[src/rtl/core/lcs_pkg.sv]
// ----------------------------------------------------------------------------
// Loudest channel selector package
// Shared widths, register indices and types of the selector.
// ----------------------------------------------------------------------------
package lcs_pkg;

	localparam int SUM_W     = 34;
	localparam int CH_SLOTS  = 8;
	localparam int CH_W      = 3;
	localparam int OUT_W     = 24;
	localparam int AM_W      = 4;
	localparam int FPB_W     = 11;
	localparam int CFG_IDX_W = 1;

	typedef enum logic [CFG_IDX_W-1:0] {
		CFG_ACTIVE_MICS      = 1'b0,
		CFG_FRAMES_PER_BLOCK = 1'b1
	} cfg_reg_t;

	typedef logic [SUM_W-1:0] sum_t;
	typedef logic [CH_W-1:0]  ch_t;
	typedef logic [AM_W-1:0]  mics_t;

	// Control from the frame pipeline to the energy accumulators.
	typedef struct packed {
		logic move;
		logic last;
	} acc_ctl_t;

endpackage

[src/rtl/core/lcs_pick.sv]
// ----------------------------------------------------------------------------
// Loudest channel pick
// Three-level compare tree over the block totals; the lower index wins ties.
// ----------------------------------------------------------------------------
module lcs_pick #(
	parameter int MAX_MICS = 8
) (
	input  lcs_pkg::sum_t [MAX_MICS-1:0] sums,
	output lcs_pkg::ch_t                 best,
	output logic                         found
);

	import lcs_pkg::*;

	sum_t [CH_SLOTS-1:0] lv0;
	sum_t [3:0]          lv1;
	ch_t  [3:0]          id1;
	sum_t [1:0]          lv2;
	ch_t  [1:0]          id2;

	for (genvar i = 0; i < CH_SLOTS; i++) begin : g_pad
		if (i < MAX_MICS) begin : g_used
			assign lv0[i] = sums[i];
		end else begin : g_zero
			assign lv0[i] = '0;
		end
	end

	always_comb begin
		for (int i = 0; i < 4; i++) begin
			if (lv0[2*i] >= lv0[2*i+1]) begin
				lv1[i] = lv0[2*i];
				id1[i] = CH_W'(2*i);
			end else begin
				lv1[i] = lv0[2*i+1];
				id1[i] = CH_W'(2*i+1);
			end
		end
		for (int i = 0; i < 2; i++) begin
			if (lv1[2*i] >= lv1[2*i+1]) begin
				lv2[i] = lv1[2*i];
				id2[i] = id1[2*i];
			end else begin
				lv2[i] = lv1[2*i+1];
				id2[i] = id1[2*i+1];
			end
		end
		if (lv2[0] >= lv2[1]) begin
			best  = id2[0];
			found = lv2[0] != '0;
		end else begin
			best  = id2[1];
			found = 1'b1;
		end
	end

endmodule

[config.mk]
export PLATFORM = sky130hd
export DESIGN_NAME = lcs_pick
export DESIGN_NICKNAME = d
export VERILOG_FILES = /design/src/rtl/core/lcs_pkg.sv /design/src/rtl/core/lcs_pick.sv
export SDC_FILE = /design/constraint.sdc
export NUM_CORES = 1
export LEC_CHECK = 0
export ABC_AREA = 1
export BUFFER_PORTS_ARGS = -buffer_cell sky130_fd_sc_hd__buf_4
export CAP_MARGIN = 30
export CORE_AREA = 5 5 172 174
export DETAILED_ROUTE_END_ITERATION = 10
export DIE_AREA = 0 0 177 179
export PLACE_DENSITY_LB_ADDON = 0.1
export SLEW_MARGIN = 20
export SYNTH_ARGS = -nofsm -noshare
export SYNTH_HDL_FRONTEND = slang
export SYNTH_SLANG_ARGS = --single-unit
[constraint.sdc]
create_clock -name vclk -period 22.1
set_input_delay 4.42 -clock vclk [all_inputs]
set_output_delay 4.42 -clock vclk [all_outputs]
set_load 0.005 [all_outputs]
==> out/metrics.csv <==
metric,value,unit
fin crit share,71.1,%
Min-Delay Path Class,primary input to primary output,
CTS resizes,0,
initial antenna violation count,0,
layout cells sized above 1,16.3,%
Post-CTS Hold Buffers,0,
largest net degree at the start of global routing,45,
Syn Std Cell Area,0.00953,mm^2
first-pass GRT wire length,56100,um
vias per cell,4.91,
I/O Pins,276,
DR WL/cell,15.6,um
Rows,61,
Initial Util,34.5,%
vias in the first global route,10900,
Die Area,0.0317,mm^2
Fill cells,3143,
worst slew pin tran,0.818,ns
critical path capture point type,primary output,
"Power, Total",509,uW
core box area,0.0276,mm^2
kind of critical path,primary input to primary output,
die boundary height,179,um
CP most frequent cell,nand2_1,
Slew Limit Fails,0,
Max-slew headroom,45.3,%
Die X,177,um
CP arrival,11.30,ns
GR Util All Layers,21.9,%
Sw Ratio,62.6,%
Ant. Diodes,0,
Avg Inst Size Synth,5.59,um^2
syn nets,2215,
Comb power frac,100.0,%
Pre-Repair DR Iteration Count,5,
fin crit period,15.72,ns
Pwr Density,43.0,mW/mm^2
sequential-to-total area share from yosys stat,0,%
CP max stage delay,0.64,ns
seq_cells,0,
# Post-CTS Setup Buffers,0,
Synth warnings,0,
Int Power,190,uW
Final Hold Fails,0,
"Distinct cells, synth",41,
multi-input logic area,0.00821,mm^2
number of buffers added on ports,276,
VDD IR max,0.0000196,V
CP max stage cell,nand3_2,
gpl congestion,0.917,
synthesis-to-finish area growth,24.2,%
FMAX,63.6,MHz
WHS Path Cells,10,
Final Setup Violations,0,
DRT iter0 DRCs,633,
Synth Instances,1705,
CLK BUF,0,
via count,11400,
Max Cap Viol,0,
worst-path fanout max,37,
Psw,319,uW
GRT Residual Overflow,0,
Pleak,0.00724,uW
sequential cell area,0,um^2
DR DRC count,0,
outcome,"complete, no violations",
DRT antenna net count,0,
RSZ-0062 raised after global routing,false,
Worst EP required,17.68,ns
Clock power frac,0,%
Hold Path Sink,found,
nets,2452,
setup tns final,0,ns
drt total wl,36200,um
Detailed Place HPWL,32200,um
part of the power in registers,0,%
worst hold start,sums[12],
Worst setup SP type,primary input,
==> per-layer routing <==
metal  up-vias  global-route usage [%]  wire, um
met5         -                       0         0
met4         0                    3.55       688
met3        32                    2.55      2300
met2       356                    37.2     16200
met1      4937                    30.2     17000
li1       6053                       -         -
==> worst max-delay path by stage <==
stage | end | from | depth (start not counted) | slack, ns
global placement | found | sums[139] | 37 | 6.34
global route | found | sums[145] | 37 | 5.74
finish | found | sums[153] | 37 | 6.38
floorplan | found | sums[199] | 34 | 8.80
CTS | found | sums[139] | 37 | 6.38
detailed placement | found | sums[139] | 37 | 6.39
==> cell usage in the layout, fill, tap and decap left out, types with 9 or more instances in the layout <==
cell type / count
nand2_1: 544
buf_4: 284
inv_1: 269
ha_1: 238
nand3_1: 160
a21oi_1: 125
nor2_1: 121
nand4_1: 49
o21ai_0: 31
and2_1: 22
o21a_1: 12
o21ai_1: 9
nand2_2: 9
==> cell families after synthesis <==
kind of cell	synth area share, %
compound gates	12.0
buf+inv	13.9
simple gates	42.9
fa+ha+maj	31.2
==> worst max-delay path: cells and delay by family <==
| family | cells | cell delay [ns] |
|---|---|---|
| and+or+nand+nor | 22 | 3.82 |
| AOI/OAI and AO/OA | 7 | 1.14 |
| adders and majority gates | 3 | 0.91 |
| buffers and inverters | 5 | 0.95 |
==> Yosys cell counts (all sizes together) <==
master | instances | area share, %
o21bai | 4 | 0.32
o211a | 1 | 0.11
nor4 | 10 | 0.79
o211ai | 7 | 0.55
and3 | 1 | 0.066
o21a | 12 | 0.95
and2 | 23 | 1.5
nor4b | 1 | 0.092
buf | 37 | 2.7
nor2 | 129 | 5.5
inv | 273 | 11
nand3 | 166 | 9.1
a21o | 4 | 0.32
a21boi | 4 | 0.35
o2111ai | 4 | 0.37
a211oi | 3 | 0.24
nor3 | 3 | 0.16
ha | 238 | 31
nand3b | 3 | 0.28
or4 | 2 | 0.16
o311a | 1 | 0.11
a21oi | 125 | 6.6
o21ai | 40 | 2.1
clkbuf | 12 | 0.47
nand4 | 49 | 3.2
nand2 | 553 | 22
==> layout make-up <==
| cell class | count | share of cell area, % |
|---|---|---|
| Inverter | 273 | 8.65 |
| Multi-Input combinational cell | 1383 | 69.3 |
| Tap cell | 378 | 3.99 |
| Timing Repair Buffer | 284 | 18.0 |
==> per-stage QoR <==
step	hold slack (ns)	utilization (%)	setup WS, ns	area (um^2)	cells
finish	9.47	42.9	6.38	11800	2318
global route	9.55	42.9	5.74	11800	2318
CTS	9.49	42.9	6.38	11800	2318
detailed placement	9.49	42.9	6.39	11800	2318
global placement	9.47	42.9	6.34	11800	2318
floorplan	9.17	-	8.80	9530	1705
==> power by group through the flow <==
stage	sequential [uW]	combinational, uW	clock (uW)
final	0	509	0
after global routing	0	589	0
after CTS	0	512	0
after detailed placement	0	509	0
after global placement	0	505	0
after floorplan	0	341	0
Note: power is estimated with default switching activity, not from simulation.
