==> src/rtl/core/lcs_pkg.sv <==
// ----------------------------------------------------------------------------
// Loudest channel selector package
// Shared widths, register indices and types of the selector.
// ----------------------------------------------------------------------------
package lcs_pkg;

	localparam int SUM_W     = 34;
	localparam int CH_SLOTS  = 8;
	localparam int CH_W      = 3;
	localparam int OUT_W     = 24;
	localparam int AM_W      = 4;
	localparam int FPB_W     = 11;
	localparam int CFG_IDX_W = 1;

	typedef enum logic [CFG_IDX_W-1:0] {
		CFG_ACTIVE_MICS      = 1'b0,
		CFG_FRAMES_PER_BLOCK = 1'b1
	} cfg_reg_t;

	typedef logic [SUM_W-1:0] sum_t;
	typedef logic [CH_W-1:0]  ch_t;
	typedef logic [AM_W-1:0]  mics_t;

	// Control from the frame pipeline to the energy accumulators.
	typedef struct packed {
		logic move;
		logic last;
	} acc_ctl_t;

endpackage

==> src/rtl/core/lcs_energy.sv <==
// ----------------------------------------------------------------------------
// Channel energy accumulators
// Adds each active channel's sample magnitude into a saturating sum and hands
// the block totals on at the last frame of a block.
// ----------------------------------------------------------------------------
module lcs_energy #(
	parameter int MAX_MICS    = 8,
	parameter int SAMPLE_BITS = 24
) (
	input  logic                                   clk,
	input  logic                                   arst_n,
	input  lcs_pkg::acc_ctl_t                      ctl,
	input  lcs_pkg::mics_t                         mics,
	input  logic [MAX_MICS-1:0][SAMPLE_BITS-1:0]   samples,
	output lcs_pkg::sum_t [MAX_MICS-1:0]           final_sums,
	output logic                                   final_valid
);

	import lcs_pkg::*;

	sum_t [MAX_MICS-1:0] energy_q;
	sum_t [MAX_MICS-1:0] final_q;
	logic                final_v_q;
	sum_t [MAX_MICS-1:0] acc;
	logic [MAX_MICS-1:0] act;

	always_comb begin
		logic [SAMPLE_BITS-1:0] mag;
		logic [SUM_W:0]         s;
		for (int c = 0; c < MAX_MICS; c++) begin
			mag = samples[c][SAMPLE_BITS-1] ? (~samples[c] + 1'b1) : samples[c];
			s = {1'b0, energy_q[c]} + (SUM_W+1)'(mag);
			acc[c] = s[SUM_W] ? {SUM_W{1'b1}} : s[SUM_W-1:0];
			act[c] = AM_W'(c) < mics;
		end
	end

	always_ff @(posedge clk or negedge arst_n) begin
		if (!arst_n) begin
			energy_q  <= '0;
			final_v_q <= 1'b0;
		end else begin
			final_v_q <= ctl.move && ctl.last;
			if (ctl.move) begin
				for (int c = 0; c < MAX_MICS; c++) begin
					if (ctl.last) begin
						energy_q[c] <= '0;
					end else if (act[c]) begin
						energy_q[c] <= acc[c];
					end
				end
			end
		end
	end

	// Inactive channels are zeroed here so they can never win the selection.
	always_ff @(posedge clk) begin
		if (ctl.move && ctl.last) begin
			for (int c = 0; c < MAX_MICS; c++) begin
				final_q[c] <= act[c] ? acc[c] : '0;
			end
		end
	end

	assign final_sums  = final_q;
	assign final_valid = final_v_q;

endmodule

==> config.mk <==
export PLATFORM = sky130hd
export DESIGN_NAME = lcs_energy
export DESIGN_NICKNAME = d
export VERILOG_FILES = /design/src/rtl/core/lcs_pkg.sv /design/src/rtl/core/lcs_energy.sv
export SDC_FILE = /design/constraint.sdc
export NUM_CORES = 2
export LEC_CHECK = 0
export CAP_MARGIN = 0
export CORE_UTILIZATION = 58
export CTS_CLUSTER_DIAMETER = 50
export DETAILED_ROUTE_END_ITERATION = 10
export DONT_BUFFER_PORTS = 1
export PLACE_DENSITY = 0.76
export SLEW_MARGIN = 30
export SYNTH_ARGS = -nofsm -noshare
export SYNTH_HDL_FRONTEND = slang
export SYNTH_SLANG_ARGS = --single-unit
==> constraint.sdc <==
create_clock -name clk -period 2.95 [get_ports clk]
set_input_delay 0.295 -clock clk [delete_from_list [all_inputs] [get_ports clk]]
set_output_delay 0.295 -clock clk [all_outputs]
set_load 0.03 [all_outputs]
==> Implementation_results.wiki <==
{| class="wikitable"
! Metric !! Value
|-
| Leakage power || 21.45 nW
|-
| Library cell appearing most often on the critical path || buf_6
|-
| Number of storage elements in the synthesis netlist || 545
|-
| Post-synth cell types || 94
|-
| Fin crit period || 3.833 ns
|-
| Fraction of layout instances using a drive strength above 1 || 0.3271
|-
| Share of the cycle needed by the critical path after routing || 1.299
|-
| Async SR Flop Fraction || 0.5009
|-
| Summed area of non-filler cells in the final layout || 49460 µm²
|-
| Die area || 62890 µm²
|-
| CTS tree || built
|-
| Vias per cell || 6.361
|-
| Horiz. Die Dim || 250.8 µm
|-
| CTS Buf Count || 74
|-
| Mean routed wirelength per cell || 22.30 µm
|-
| Via count || 35460
|-
| Setup violation total in the final timing report || 544
|-
| Clk_skew || 0.02982 ns
|-
| Length of the first detailed-routing pass in iterations || 7
|-
| Post-layout util || 0.8134
|-
| Global-route wire length before repair || 179.5 mm
|-
| Setup Slack @ Placement || -1.446 ns
|-
| Sum of overflow across all layers after global routing || 0
|-
| Violated checks || hold timing, setup timing
|-
| Setup repair after global routing missed its margin || true
|-
| Total number of H-tree levels || 3
|-
| Yosys top cell area share || 0.2275
|-
| Part of the Yosys area used for sequential elements || 0.4178
|-
| Starting Density || 0.5903
|-
| Synth Area per Inst || 8.983 µm²
|-
| Reg power frac || 0.297
|-
| Sw frac || 0.3842
|-
| CP Data Required Time || 3.29 ns
|-
| Detail Placement HPWL || 77.17 mm
|-
| Remaining antenna violation count after routing || 0
|-
| Signal arrival time at the worst endpoint || 4.17 ns
|-
| Startpoint type of the worst setup path || input port
|-
| Top cell type by total area after synthesis || edfxtp_1
|-
| Clock slew at reported path FFs || 0.06 ns
|-
| Via count of the first global-routing pass || 34000
|-
| First DRT Iteration DRCs || 3340
|-
| Crit Path Max Fanout || 4
|-
| Routability congestion estimate || 0.9180
|-
| Final max-slew violation count || 0
|-
| Synthesized net count || 4404
|-
| Total I/O pin count || 473
|-
| Worst Hold Margin || -0.6084 ns
|-
| Count of warnings emitted by yosys || 0
|-
| EDFF count, synth || 272
|-
| Cell Area, Synth || 35900 µm²
|-
| Core Region || 60810 µm²
|-
| Reported net switching power || 15.35 mW
|-
| Cells along the critical path || or3_4 -> nor3_4 -> buf_6 -> nand3_4 -> buf_6 -> o41ai_4 -> xnor2_1 -> ha_1 -> a2111oi_4 -> nor3_2 -> a221o_1 -> o31a_1 -> a21oi_4 -> or2b_1 -> xor2_1 -> a21oi_1
|-
| Overall Power || 39.95 mW
|-
| Crit-path slowest cell || o41ai_4
|-
| Combinational Power Share || 0.458
|-
| Max-Cap Viols || 0
|-
| Worst skew pair latency || 0.64 ns
|-
| Longest Clk Path Bufs || 3
|-
| Critical Path End Type || register
|-
| Number of nets in the layout || 5138
|-
| Maximum number of pins on one net before global-route repair || 274
|-
| Height of the die || 250.8 µm
|-
| Least setup slack across all paths after layout || -0.8830 ns
|-
| Transition time at the pin with the least slew margin || 1.005 ns
|-
| Number of antenna violations at the first check in global routing || 0
|-
| Type of the tightest min-delay check || input port to asynchronous set/reset pin
|-
| Flip-flop cell with the highest count after synthesis || dfrtp_1
|-
| Global-route usage over all layers || 0.3549
|-
| Total number of clock tree sinks || 545
|-
| Largest cells by area after synthesis || edfxtp_1, dfrtp_1, ha_1
|-
| Gate count of the mapped netlist || 3996
|-
| Largest stage delay, worst path || 0.49 ns
|-
| Power Dens Cells || 807.8 nW/µm²
|-
| Rows || 90
|-
| Max-slew headroom || 0.3301
|-
| Count of hold buffers inserted by post-cts repair || 8
|-
| Count of buffers from port buffering || 0
|-
| Maximum vdd drop || 0.0007607 V
|-
| Status || finished, violations left
|-
| Total Routed Length || 124.3 mm
|-
| Signed area change from the synthesized netlist to the final layout || 37.78%
|-
| Cell internal power dissipation || 24.60 mW
|-
| Hold violation total from the final report || 273
|-
| Maximum clock frequency || 0.2609 GHz
|-
| Post-DP Area || 42780 µm²
|-
| Number of design rule violations left after detail routing || 0
|-
| Category of the critical setup timing path || input port to register
|-
| Clock root cell || clkbuf_16
|-
| Share of total power in the clock network || 0.245
|}
==> registers in the layout, indices dropped and copies added (netlist names) <==
name,flops
final_sums,272
energy_q,272
final_valid,1
==> placed cells by master (no fill, tap or decap), types with 17 or more instances in the layout <==
master	n
ha_1	189
a31oi_1	33
nand2_1	393
clkbuf_16	81
and3_1	32
buf_12	20
o21a_1	29
xor2_1	75
dfrtp_1	273
inv_1	112
a21oi_1	235
nor2_1	342
o31ai_1	35
o21bai_1	25
a21oi_2	82
nand3_1	51
edfxtp_1	272
a22o_1	18
o21ai_0	228
nor2_2	38
nor2b_1	22
o21ai_2	61
or3_4	22
o21ai_1	115
a211oi_1	18
or3_1	17
buf_6	82
nor3_1	54
o211ai_1	23
nand2b_1	48
nor2_4	95
buf_4	706
xnor2_1	247
xnor2_2	19
a21o_1	145
nand4_1	27
==> final timing paths <==
check                                    from         endpoint  slack, ns  depth (start not counted)
worst max-delay path             samples[123]  final_sums[197]      -0.88                         16
worst min-delay path                   arst_n    energy_q[137]      -0.61                          0
worst max register to register  energy_q[170]  final_sums[197]      -0.45                         12
worst min register to register  energy_q[221]    energy_q[221]       0.49                          2
max in group asynchronous              arst_n    energy_q[187]       2.96                          0
min in group clk                       ctl[1]    energy_q[103]       0.04                          2
==> cells in the mapped netlist (23+ instances only) <==
cell / instances
nor2_1: 474
inv_1: 117
ha_1: 200
nor4_1: 25
a21o_1: 145
o21bai_1: 25
o21ai_0: 390
nand4_1: 27
o31ai_1: 57
or3_1: 38
o41ai_1: 26
xnor2_1: 267
a31oi_1: 47
o211ai_1: 23
nor2b_1: 25
nand3_1: 72
edfxtp_1: 272
dfrtp_1: 273
a211oi_1: 27
xor2_1: 83
nand2b_1: 60
and3_1: 47
nand2_1: 412
nor3_1: 80
a21oi_1: 331
clkbuf_1: 139
o21a_1: 29
==> logic make-up (layout without fill, tap and decap cells) <==
group	Yosys count	count (layout)	share of synthesized area
and+or+nand+nor	1355	1360	0.1728
AOI/OAI and AO/OA	1249	1249	0.2169
DFF	545	545	0.4178
xor gates and xnor gates	350	350	0.08540
buffers and inverters	284	1074	0.03144
adders and majority gates	208	208	0.07417
muxes	5	5	0.001394
other	0	1	0
==> timing repair <==
item	in CTS	in global routing
endpoints found under the hold margin	292	273
gates resized for setup	300	441
pin swaps	169	235
setup endpoints to repair	544	544
gates cloned	6	3
buffers inserted	70	60
==> critical path, delay by kind of cell <==
family	cells	cell delay, ns
AOI/OAI and AO/OA	6	1.93
and+or+nand+nor	5	0.88
adders and majority gates	1	0.38
xor gates and xnor gates	2	0.36
buffers and inverters	2	0.31
==> power groups by stage <==
stage	Sequential [mW]	Clock, mW	Combinational (mW)
3_5_place_dp	11.9	0	15.7
3_3_place_gp	11.9	0	15.3
2_1_floorplan	11.6	0	10.1
4_1_cts	11.8	9.82	16.6
5_1_grt	12.0	10.1	19.8
6_report	11.9	9.79	18.3
==> metrics by stage <==
| step | instances | hold WS (ns) | setup TNS (ns) |
|---|---|---|---|
| after floorplan | 3996 | -0.0005911 | -527.54 |
| after global placement | 5315 | 0.009244 | -608.56 |
| after detailed placement | 5315 | 0.01147 | -645.94 |
| after CTS | 5523 | -0.6302 | -220.68 |
| after global routing | 5573 | -0.6333 | -363.91 |
| final | 5574 | -0.6084 | -291.15 |
==> layout make-up <==
| cell class | count | area [µm²] |
|---|---|---|
| Antenna cell | 1 | 2.502 |
| Clock buffer | 88 | 2062 |
| Clock inverter | 49 | 623.1 |
| Fill cell | 3478 | 11350 |
| Inverter | 118 | 465.4 |
| Multi-Input combinational cell | 3172 | 23580 |
| Sequential cell | 545 | 15000 |
| Tap cell | 782 | 978.4 |
| Timing Repair Buffer | 819 | 6749 |
==> layer usage <==
layer,global-route usage,part of all wire
met1,0.4495,0.38
met2,0.5872,0.48
met3,0.07279,0.082
met4,0.1574,0.055
met5,0,0
No activity file was read; power rests on OpenSTA's default activity.
